**config.mk**
```make
export PLATFORM = sky130hd
export DESIGN_NAME = cartridge_boot_checksum_core
export DESIGN_NICKNAME = d
export VERILOG_FILES = /design/src/rtl/cbc_pkg.sv /design/src/rtl/cbc_fifo.sv /design/src/rtl/cbc_front.sv /design/src/rtl/cbc_back.sv /design/src/rtl/cartridge_boot_checksum_core.sv
export SDC_FILE = /design/constraint.sdc
export NUM_CORES = 2
export LEC_CHECK = 0
export BUFFER_PORTS_ARGS = -buffer_cell sky130_fd_sc_hd__buf_2
export CAP_MARGIN = 25
export CORE_MARGIN = 1.5
export CORE_UTILIZATION = 25
export DETAILED_ROUTE_END_ITERATION = 7
export PLACE_DENSITY = 0.44
export SYNTH_ARGS = -nofsm -noshare
export SYNTH_HDL_FRONTEND = slang
export SYNTH_HIERARCHICAL = 1
export SYNTH_SLANG_ARGS = --single-unit
export TNS_END_PERCENT = 1
```
**constraint.sdc**
```tcl
create_clock -name i_clk -period 11.4 [get_ports i_clk]
set_clock_uncertainty 0.2 [all_clocks]
set_input_delay 1.71 -clock i_clk [delete_from_list [all_inputs] [get_ports i_clk]]
set_output_delay 1.71 -clock i_clk [all_outputs]
set_load 0.02 [all_outputs]
```
**src/rtl/cbc_pkg.sv**
```systemverilog
// cbc_pkg: shared types, seed constants and variant codes for the boot checksum core
// no dependencies; imported by the front, back and top modules of the block

package cbc_pkg;

    localparam int WORD_W = 32;
    localparam int VAR_W  = 2;
    localparam int ROT_W  = 5;

    typedef logic [WORD_W-1:0] t_word;
    typedef logic [VAR_W-1:0]  t_variant;

    // variant codes
    localparam t_variant VAR_6102 = 2'd0;
    localparam t_variant VAR_6103 = 2'd1;
    localparam t_variant VAR_6105 = 2'd2;
    localparam t_variant VAR_6106 = 2'd3;

    // accumulator seeds
    localparam t_word SEED_6102 = 32'hF8CA_4DDC;
    localparam t_word SEED_6103 = 32'hA388_6759;
    localparam t_word SEED_6105 = 32'hDF26_F436;
    localparam t_word SEED_6106 = 32'h1FEA_617A;

    typedef struct packed {
        t_word image_word;
        t_word boot_word;
        logic  last;
    } t_in_item;

    typedef struct packed {
        t_word checksum_first;
        t_word checksum_second;
    } t_out_item;

    // accumulator snapshot taken on the last word of a region
    typedef struct packed {
        t_variant variant;
        t_word    plain_sum;
        t_word    carry_count;
        t_word    xor_sum;
        t_word    rotate_sum;
        t_word    compare_mix;
        t_word    mix_acc;
    } t_snap;

    function automatic t_word seed_of(input t_variant v);
        t_word s;
        unique case (v)
            VAR_6102: s = SEED_6102;
            VAR_6103: s = SEED_6103;
            VAR_6105: s = SEED_6105;
            VAR_6106: s = SEED_6106;
            default:  s = SEED_6102;
        endcase
        return s;
    endfunction

endpackage

```
**src/rtl/cbc_fifo.sv**
```systemverilog
// cbc_fifo: small register queue with full/empty flags
// no package dependency; used between front and back and at the result side

module cbc_fifo #(
    parameter int WIDTH = 32,
    parameter int DEPTH = 2
) (
    input  logic             i_clk,
    input  logic             i_rst_n,
    input  logic             i_push,
    input  logic [WIDTH-1:0] i_data,
    input  logic             i_pop,
    output logic             o_full,
    output logic             o_empty,
    output logic [WIDTH-1:0] o_data
);

    localparam int PTR_W   = (DEPTH > 1) ? $clog2(DEPTH) : 1;
    localparam int COUNT_W = $clog2(DEPTH + 1);

    logic [WIDTH-1:0]   r_mem [DEPTH];
    logic [PTR_W-1:0]   r_wr_ptr, n_wr_ptr;
    logic [PTR_W-1:0]   r_rd_ptr, n_rd_ptr;
    logic [COUNT_W-1:0] r_count, n_count;
    logic               wr_en, rd_en;

    assign o_full  = (r_count == COUNT_W'(DEPTH));
    assign o_empty = (r_count == '0);
    assign o_data  = r_mem[r_rd_ptr];
    assign wr_en   = i_push && !o_full;
    assign rd_en   = i_pop && !o_empty;

    always_comb begin
        n_wr_ptr = r_wr_ptr;
        n_rd_ptr = r_rd_ptr;
        n_count  = r_count;
        if (wr_en) begin
            n_wr_ptr = (r_wr_ptr == PTR_W'(DEPTH - 1)) ? '0 : r_wr_ptr + 1'b1;
        end
        if (rd_en) begin
            n_rd_ptr = (r_rd_ptr == PTR_W'(DEPTH - 1)) ? '0 : r_rd_ptr + 1'b1;
        end
        if (wr_en && !rd_en) begin
            n_count = r_count + 1'b1;
        end else if (rd_en && !wr_en) begin
            n_count = r_count - 1'b1;
        end
    end

    always_ff @(posedge i_clk) begin
        if (!i_rst_n) begin
            r_wr_ptr <= '0;
            r_rd_ptr <= '0;
            r_count  <= '0;
        end else begin
            r_wr_ptr <= n_wr_ptr;
            r_rd_ptr <= n_rd_ptr;
            r_count  <= n_count;
        end
    end

    always_ff @(posedge i_clk) begin
        if (wr_en) begin
            r_mem[r_wr_ptr] <= i_data;
        end
    end

endmodule

```
**src/rtl/cbc_front.sv**
```systemverilog
// cbc_front: variant register and the six running accumulators, one word per cycle while the snapshot queue is not full
// depends on cbc_pkg; hands a snapshot to the snapshot queue on the last word

module cbc_front (
    input  logic              i_clk,
    input  logic              i_rst_n,
    input  logic              i_cfg_we,
    input  cbc_pkg::t_variant i_cfg_wdata,
    input  logic              i_push,
    input  cbc_pkg::t_in_item i_item,
    input  logic              i_snap_full,
    output logic              o_full,
    output logic              o_snap_push,
    output cbc_pkg::t_snap    o_snap
);
    import cbc_pkg::*;

    t_variant r_variant;
    t_word    r_plain, r_carry, r_xor, r_rot, r_cmp, r_mix;
    t_word    n_plain, n_carry, n_xor, n_rot, n_cmp, n_mix;

    logic             accept;
    t_word            d;
    logic [WORD_W:0]  sum_ext;
    logic [ROT_W-1:0] rot_amt;
    logic [2*WORD_W-1:0] rot_wide;
    t_word            rot_word;
    t_word            seed_cfg, seed_cur;

    assign o_full  = i_snap_full;
    assign accept  = i_push && !i_snap_full;
    assign d       = i_item.image_word;

    always_comb begin
        sum_ext  = {1'b0, r_plain} + {1'b0, d};
        rot_amt  = d[ROT_W-1:0];
        rot_wide = {d, d} << rot_amt;
        rot_word = rot_wide[2*WORD_W-1:WORD_W];

        n_plain = sum_ext[WORD_W-1:0];
        n_carry = r_carry + {{(WORD_W-1){1'b0}}, sum_ext[WORD_W]};
        n_xor   = r_xor ^ d;
        n_rot   = r_rot + rot_word;
        if (r_cmp > d) begin
            n_cmp = r_cmp ^ rot_word;
        end else begin
            n_cmp = r_cmp ^ n_plain ^ d;
        end
        if (r_variant == VAR_6105) begin
            n_mix = r_mix + (i_item.boot_word ^ d);
        end else begin
            n_mix = r_mix + (n_rot ^ d);
        end
    end

    assign o_snap_push = accept && i_item.last;
    assign o_snap      = '{variant:     r_variant,
                           plain_sum:   n_plain,
                           carry_count: n_carry,
                           xor_sum:     n_xor,
                           rotate_sum:  n_rot,
                           compare_mix: n_cmp,
                           mix_acc:     n_mix};

    assign seed_cfg = seed_of(i_cfg_wdata);
    assign seed_cur = seed_of(r_variant);

    always_ff @(posedge i_clk) begin
        if (!i_rst_n) begin
            r_variant <= VAR_6102;
            r_plain   <= SEED_6102;
            r_carry   <= SEED_6102;
            r_xor     <= SEED_6102;
            r_rot     <= SEED_6102;
            r_cmp     <= SEED_6102;
            r_mix     <= SEED_6102;
        end else if (i_cfg_we) begin
            r_variant <= i_cfg_wdata;
            r_plain   <= seed_cfg;
            r_carry   <= seed_cfg;
            r_xor     <= seed_cfg;
            r_rot     <= seed_cfg;
            r_cmp     <= seed_cfg;
            r_mix     <= seed_cfg;
        end else if (accept) begin
            if (i_item.last) begin
                r_plain <= seed_cur;
                r_carry <= seed_cur;
                r_xor   <= seed_cur;
                r_rot   <= seed_cur;
                r_cmp   <= seed_cur;
                r_mix   <= seed_cur;
            end else begin
                r_plain <= n_plain;
                r_carry <= n_carry;
                r_xor   <= n_xor;
                r_rot   <= n_rot;
                r_cmp   <= n_cmp;
                r_mix   <= n_mix;
            end
        end
    end

endmodule

```
**src/rtl/cbc_back.sv**
```systemverilog
// cbc_back: finalization of a snapshot, multiply or xor stage then add/xor
// depends on cbc_pkg; reads the snapshot queue and writes the result queue

module cbc_back (
    input  logic               i_clk,
    input  logic               i_rst_n,
    input  logic               i_snap_empty,
    input  cbc_pkg::t_snap     i_snap,
    input  logic               i_res_full,
    output logic               o_snap_pop,
    output logic               o_res_push,
    output cbc_pkg::t_out_item o_res
);
    import cbc_pkg::*;

    logic     r_valid;
    t_variant r_variant;
    t_word    r_first_a, r_first_b, r_second_a, r_second_b;
    t_word    n_first_a, n_second_a;
    logic [2*WORD_W-1:0] prod_first, prod_second;
    logic     advance, load;
    t_word    res_first, res_second;

    assign advance    = r_valid && !i_res_full;
    assign load       = !i_snap_empty && (!r_valid || advance);
    assign o_snap_pop = load;
    assign o_res_push = advance;

    // first operands: low products for 6106, plain ^ carry and rotate ^ compare otherwise
    always_comb begin
        prod_first  = i_snap.plain_sum * i_snap.carry_count;
        prod_second = i_snap.rotate_sum * i_snap.compare_mix;
        if (i_snap.variant == VAR_6106) begin
            n_first_a  = prod_first[WORD_W-1:0];
            n_second_a = prod_second[WORD_W-1:0];
        end else begin
            n_first_a  = i_snap.plain_sum ^ i_snap.carry_count;
            n_second_a = i_snap.rotate_sum ^ i_snap.compare_mix;
        end
    end

    always_ff @(posedge i_clk) begin
        if (!i_rst_n) begin
            r_valid <= 1'b0;
        end else if (load) begin
            r_valid <= 1'b1;
        end else if (advance) begin
            r_valid <= 1'b0;
        end
    end

    always_ff @(posedge i_clk) begin
        if (load) begin
            r_variant  <= i_snap.variant;
            r_first_a  <= n_first_a;
            r_first_b  <= i_snap.xor_sum;
            r_second_a <= n_second_a;
            r_second_b <= i_snap.mix_acc;
        end
    end

    always_comb begin
        unique case (r_variant) inside
            VAR_6103, VAR_6106: begin
                res_first  = r_first_a + r_first_b;
                res_second = r_second_a + r_second_b;
            end
            default: begin
                res_first  = r_first_a ^ r_first_b;
                res_second = r_second_a ^ r_second_b;
            end
        endcase
    end

    assign o_res = '{checksum_first: res_first, checksum_second: res_second};

endmodule

```
**src/rtl/cartridge_boot_checksum_core.sv**
```systemverilog
// cartridge_boot_checksum_core: top level of the cartridge boot checksum block
// depends on cbc_pkg, cbc_fifo, cbc_front and cbc_back

// Boot checksum engine for a cartridge image region. Image words stream in
// through a queue-style port (push/full); each transfer updates six 32-bit
// accumulators, so a word can be pushed every clock while full is low. The
// word flagged last closes the region: the front end copies the updated
// accumulators into a snapshot queue and reseeds for the next region at once.
// The back end pulls snapshots, forms the two checksum words (xor, add, or a
// registered 32x32 multiply then add, per variant) and places them in a result
// queue read through empty/pop. A result passes through the snapshot queue,
// the back end register and the result queue before it can be popped;
// throughput is one word per cycle while full is low, limited only by the
// accumulator feedback loop (add, rotate, compare, xor, add).
// full is raised while the snapshot queue is full, i.e. when results are not
// being popped.
// The variant register (i_cfg_we/i_cfg_wdata) selects seed and finalization;
// writing it reseeds all accumulators and must be done with the block idle.
// The boot word is used only by the 6105 variant.

module cartridge_boot_checksum_core #(
    parameter int QUEUE_DEPTH = 2
) (
    input  logic               i_clk,
    input  logic               i_rst_n,
    // configuration
    input  logic               i_cfg_we,
    input  cbc_pkg::t_variant  i_cfg_wdata,
    // image word side
    input  logic               push,
    output logic               full,
    input  cbc_pkg::t_in_item  i_item,
    // result side
    output logic               empty,
    input  logic               pop,
    output cbc_pkg::t_out_item o_result
);
    import cbc_pkg::*;

    localparam int SNAP_W = $bits(t_snap);
    localparam int RES_W  = $bits(t_out_item);

    // front to snapshot queue
    logic        snap_push, snap_full;
    t_snap       snap_in;
    // snapshot queue to back end
    logic        snap_pop, snap_empty;
    logic [SNAP_W-1:0] snap_q_data;
    // back end to result queue
    logic        res_push, res_full;
    t_out_item   res_in;
    logic [RES_W-1:0]  res_q_data;

    // accumulators, one transfer per cycle while the snapshot queue is not full
    cbc_front u_front (
        .i_clk       (i_clk),
        .i_rst_n     (i_rst_n),
        .i_cfg_we    (i_cfg_we),
        .i_cfg_wdata (i_cfg_wdata),
        .i_push      (push),
        .i_item      (i_item),
        .i_snap_full (snap_full),
        .o_full      (full),
        .o_snap_push (snap_push),
        .o_snap      (snap_in)
    );

    // decouples accumulation from finalization
    cbc_fifo #(
        .WIDTH (SNAP_W),
        .DEPTH (QUEUE_DEPTH)
    ) u_snap_q (
        .i_clk   (i_clk),
        .i_rst_n (i_rst_n),
        .i_push  (snap_push),
        .i_data  (snap_in),
        .i_pop   (snap_pop),
        .o_full  (snap_full),
        .o_empty (snap_empty),
        .o_data  (snap_q_data)
    );

    // finalization
    cbc_back u_back (
        .i_clk        (i_clk),
        .i_rst_n      (i_rst_n),
        .i_snap_empty (snap_empty),
        .i_snap       (t_snap'(snap_q_data)),
        .i_res_full   (res_full),
        .o_snap_pop   (snap_pop),
        .o_res_push   (res_push),
        .o_res        (res_in)
    );

    // result queue, isolates the consumer's pop from the pipeline
    cbc_fifo #(
        .WIDTH (RES_W),
        .DEPTH (QUEUE_DEPTH)
    ) u_res_q (
        .i_clk   (i_clk),
        .i_rst_n (i_rst_n),
        .i_push  (res_push),
        .i_data  (res_in),
        .i_pop   (pop),
        .o_full  (res_full),
        .o_empty (empty),
        .o_data  (res_q_data)
    );

    assign o_result = t_out_item'(res_q_data);

endmodule

```
Word-level counts from Yosys, hierarchy flattened
Memories as Yosys holds them, arrays and structs flattened. A register that Yosys moved wholly into a read port is not among the register bits.
Index checks and enable logic that the tools add are counted.
{"block": "classes", "n_mul": 2, "n_reduce_logical": 31, "add_sub_neg": 15, "n_lt_le_gt_ge": 1, "eq_ne": 11, "bitwise_logic": 10, "n_shift": 1, "n_mux": 44}
{"cell": "two-way mux 32 bit", "n": 24}
{"cell": "bitwise XOR 32 bit", "n": 10}
{"cell": "one-hot mux 32 bit (4 select lines)", "n": 2}
{"cell": "adder 32 bit", "n": 5}
{"cell": "multiplier 32 x 32 -> 32 bit", "n": 2}
{"cell": "<< shifter 64 x 5 -> 64 bit", "n": 1}
{"cell": "adder 32 x 32 -> 33 bit", "n": 1}
{"cell": "adder 32 x 1 -> 32 bit", "n": 1}
{"cell": "greater-than comparator 32 bit", "n": 1}
{"cell": "equality test 2 bit, second input constant", "n": 8}
{"cell": "two-way mux 1 bit", "n": 14}
{"cell": "logical AND 1 bit", "n": 12}
{"cell": "zero test 1 bit", "n": 9}
{"cell": "zero test 2 bit", "n": 4}
{"cell": "two-way mux 2 bit", "n": 4}
{"cell": "nonzero test 2 bit", "n": 4}
{"cell": "equality test 2 x 1 -> 1 bit, second input constant", "n": 3}
{"cell": "adder 1 bit, second input constant", "n": 4}
{"cell": "adder 2 x 1 -> 2 bit, second input constant", "n": 2}
{"cell": "subtractor 2 x 1 -> 2 bit, second input constant", "n": 2}
{"cell": "OR reduction 2 bit", "n": 1}
{"cell": "logical OR 1 bit", "n": 1}
{"block": "word_totals", "regBits": 333, "elab_cells": 136, "input_bits": 72, "n_memories": 2, "mem_bits_rw": 516, "output_inout_bits": 66}
{"memory": "u_snap_q.r_mem", "depth": 2, "word_bits": 194, "read_ports": 1, "rd_clocked_by_memory_dff": 1, "wr": 1, "line_no": "cbc_fifo.sv:21", "text": "logic [WIDTH-1:0] r_mem [DEPTH];"}
{"memory": "u_res_q.r_mem", "depth": 2, "word_bits": 64, "read_ports": 1, "rd_clocked_by_memory_dff": 1, "wr": 1, "line_no": "cbc_fifo.sv:21"}

Depth between registers and ports, before layout
{"block": "logic_depth", "depth_word": 9, "ltp_mapped": 33, "ltp_nobuf": 29}

By module
The synthesis kept the hierarchy.
{"mod": "cbc_back", "instances": 1, "seq_area_each_um2": 3893.7, "cells_each": 4200, "area_each_um2": 39531.7}
{"mod": "cbc_front", "instances": 1, "seq_area_each_um2": 3883.7, "cells_each": 2356, "area_each_um2": 18292.5}
{"mod": "cbc_fifo (u_snap_q)", "instances": 1, "seq_area_each_um2": 11751.3, "cells_each": 629, "area_each_um2": 14903.0}
{"mod": "cbc_fifo (u_res_q)", "instances": 1, "seq_area_each_um2": 3943.8, "cells_each": 224, "area_each_um2": 4870.9}

Least setup slack after synthesis
No wires, ideal clock.
{"block": "synth_path", "kind": "in2reg", "startpoint": "in i_item[0] in the netlist's numbering", "endpoint": "mem u_snap_q/r_mem[0][0] in the netlist's numbering, enable pin", "cell_stages": 6, "required_ps": 10486, "n_path_buf": 3, "slack_ps": 424, "setup_ps": 714, "arrival_time_ps": 10062, "cell_sequence": "clkbuf_1 > clkbuf_1 > clkbuf_1 > and2_1 > inv_1 > nor3_2"}
{"block": "synth_between", "elab_chain_cells": 4}
{"item": "from (decl)", "line_no": "cartridge_boot_checksum_core.sv:32", "text": "input cbc_pkg::t_in_item i_item,"}
{"item": "logical AND 1 bit", "line_no": "cbc_front.sv:56", "text": "assign o_snap_push = accept && i_item.last;"}
{"item": "net snap_push", "line_no": "cartridge_boot_checksum_core.sv:44", "text": "logic snap_push, snap_full;"}
{"item": "logical AND 1 bit", "line_no": "cbc_fifo.sv:30", "text": "assign wr_en = i_push && !o_full;"}
{"item": "two-way mux 1 bit", "line_no": "cbc_fifo.sv:63", "text": "if (wr_en) begin"}
{"item": "two-way mux 1 bit (not written as such)", "line_no": "cbc_fifo.sv:64", "text": "r_mem[r_wr_ptr] <= i_data;"}
{"item": "to (decl)", "line_no": "cbc_fifo.sv:21"}
The timed path passes the listed nets, and every way through them passes these cells.

==> results.cfg <==
[clocking]
clk_latency_ps = 720
cts_sinks = 850
cts-resized-gates = 0
hold_buffers = 0
cts_max_level = 3
cts_setup_buffers = 0
cts_buffer_depth = 3
ctsRootBufferMaster = clkbuf_16
cts_made_buffers = 95
path_clk_slew_ps = 60
cts_tree = built

[die]
boundaryPins = 138
die_x_um = 560
dieArea_mm2 = 0.314
die_y_um = 560
core_area_mm2 = 0.309
start_util_pct = 25.1
rows = 204

[yosys]
synth_edf_count = 645
syn_inst = 7409
ys_warn_count = 6
ys.flop_type = edfxtp_1
synth-seq-cells = 850
async_reset_ff_share_pct = 0
yosysUniqueCellTypes = 105
seq_area_frac_synth_pct = 30.2
synth_area_mm2 = 0.0776
synth_nets = 8795
syn_avg_cell_area_um2 = 10.5
yosys.area.top_type = edfxtp_1
yosysMostFrequentCell = inv_1
ys_top_cells_by_area = edfxtp_1, fa_1, ha_1, dfxtp_1, and2_1
yosysTopAreaCellShare_pct = 25.0
yosys-top-cells-count = inv_1, fa_1, nand2_1, edfxtp_1, and2_1

[job]
drv_cap = 0

[route]
drt_pre_antenna_iters = 8
drc = 36
via_count = 54097
routed_wl_um = 273000
drtIter0Drc = 4431
route.detailed.wl_per_inst_um = 23.6
vias_per_cell = 4.68
antenna_left = 0

[sta]
setup_violations = 0
fin_setup_tns_ps = 0
rsz0062_at_grt = no
worst_slew_pin_slew_ps = 1130
fmax_mhz = 110
finalCriticalPeriod_ps = 9120
slew_violations = 0
relSlewSlack_pct = 22.3
min_period_over_period_pct = 80.0
finalHoldViolCount = 0

[final_layout]
area_growth_pct = 10.4
final_nets = 8726
drive_above_1_share_pct = 9.59
final_cells = 11554

[setup_path]
critPathCaptureType = register
start_kind = register
arrival_ps = 9320
cp_common_cell = fa_1
required_ps = 11600
cpPeakStageDelay_ps = 780
crit_type = register to register
crit_fanout = 33
critPathSlowestCell = dfxtp_4

[global_route]
grt_max_degree = 130
track_usage_pct = 17.2
grt_use_met3_pct = 3.65
grt_pass1_wl_um = 395000
gr-usage-met1_pct = 24.9
grt_pass1_vias = 56251
antenna_found_initial = 40
grtUsageMet2_pct = 25.8
busiest_layer = met2
grt_overflow = 0

[placement]
place_inst = 11361
dp_hpwl_um = 203000
gp_congestion = 0.901
portBuffers = 137

[hold_path]
worstHoldPathType = register to register

[run_status]
outcome = complete, but fails checks
violations = design-rule violations
==> area by class of cell <==
cell class | count | area (µm²)
clock buffer | 142 | 2800
tap | 4120 | 5150
multi-input combinational | 5296 | 49200
antenna | 13 | 32.5
timing repair buffer | 213 | 1320
clock inverter | 36 | 429
fill | 32478 | 223000
sequential | 850 | 23500
inverter | 884 | 3320
==> layer usage <==
layer	part of all wire (%)	routed length, µm
met5	0	0
met4	2.5	6870
met3	7.2	19500
met2	43	117000
met1	48	130000
==> registers in the layout, summed over array words and instances, names as in the netlist, 2 cells and up, named ones only <==
name / flops
u_back/r_second_b: 32
u_front/r_rot: 32
u_front/r_plain: 32
u_front/r_cmp: 32
u_back/r_first_a: 32
u_front/r_xor: 32
u_front/r_mix: 32
u_res_q/r_count: 2
u_back/r_first_b: 32
u_front/r_carry: 32
u_front/r_variant: 2
u_snap_q/r_count: 2
u_back/r_second_a: 32
u_snap_q/r_mem: 388
u_res_q/r_mem: 128
==> worst max-delay path, delay by kind of cell (launching register included) <==
kind | cells | cell delay (ps)
fa+ha+maj | 9 | 4380
compound gates | 7 | 1500
flops | 1 | 780
buf+inv | 5 | 570
mux | 1 | 500
simple gates | 3 | 500
xor+xnor | 1 | 210
==> cell usage in the layout (no fill, tap or decap), types with 161 or more instances in the layout <==
cell	netlist	routed
inv_1	879	879
fa_1	821	821
nand2_1	730	727
edfxtp_1	645	645
and2_1	622	622
ha_1	493	492
o21ai_0	365	364
xnor2_1	330	330
a21oi_1	292	290
nor2_1	249	247
dfxtp_1	205	203
xor2_1	172	172
mux2_4	161	161
==> through the flow <==
| step | util, % | setup WS (ps) | hold WS, ps | instance area [µm²] |
|---|---|---|---|---|
| final | 27.7 | 2280 | 288 | 85700 |
| after global routing | 27.7 | 1900 | 330 | 85700 |
| after CTS | 27.7 | 2350 | 286 | 85600 |
| after detailed placement | 26.7 | 1760 | 275 | 82400 |
| after global placement | 26.7 | 1720 | 265 | 82400 |
| after floorplan | - | 424 | 252 | 77600 |
==> logic make-up after synthesis <==
logic type,count (synthesis),share of synthesized area [%]
AO/OA/AOI/OAI,1152,9.30
AND/OR/NAND/NOR,1916,12.2
XOR/XNOR,511,5.93
buffers and inverters,1263,6.54
flip-flops,850,30.2
multiplexers,403,6.66
adder cells (fa/ha/maj),1314,29.1
==> path summary, 6_finish.rpt <==
path                     startpoint               endpoint  slack (ps)  depth (start not counted)
setup / recovery           register  u_back/r_second_a[31]        2280                         26
hold reg to reg   u_front/r_xor[16]      u_front/r_xor[16]         290                          2
hold / removal    u_front/r_xor[16]      u_front/r_xor[16]         290                          2
setup reg to reg           register  u_back/r_second_a[31]        2280                         26
Power is not shown: default switching activity piles up to over one toggle a cycle in this logic, so the estimate is an artifact.
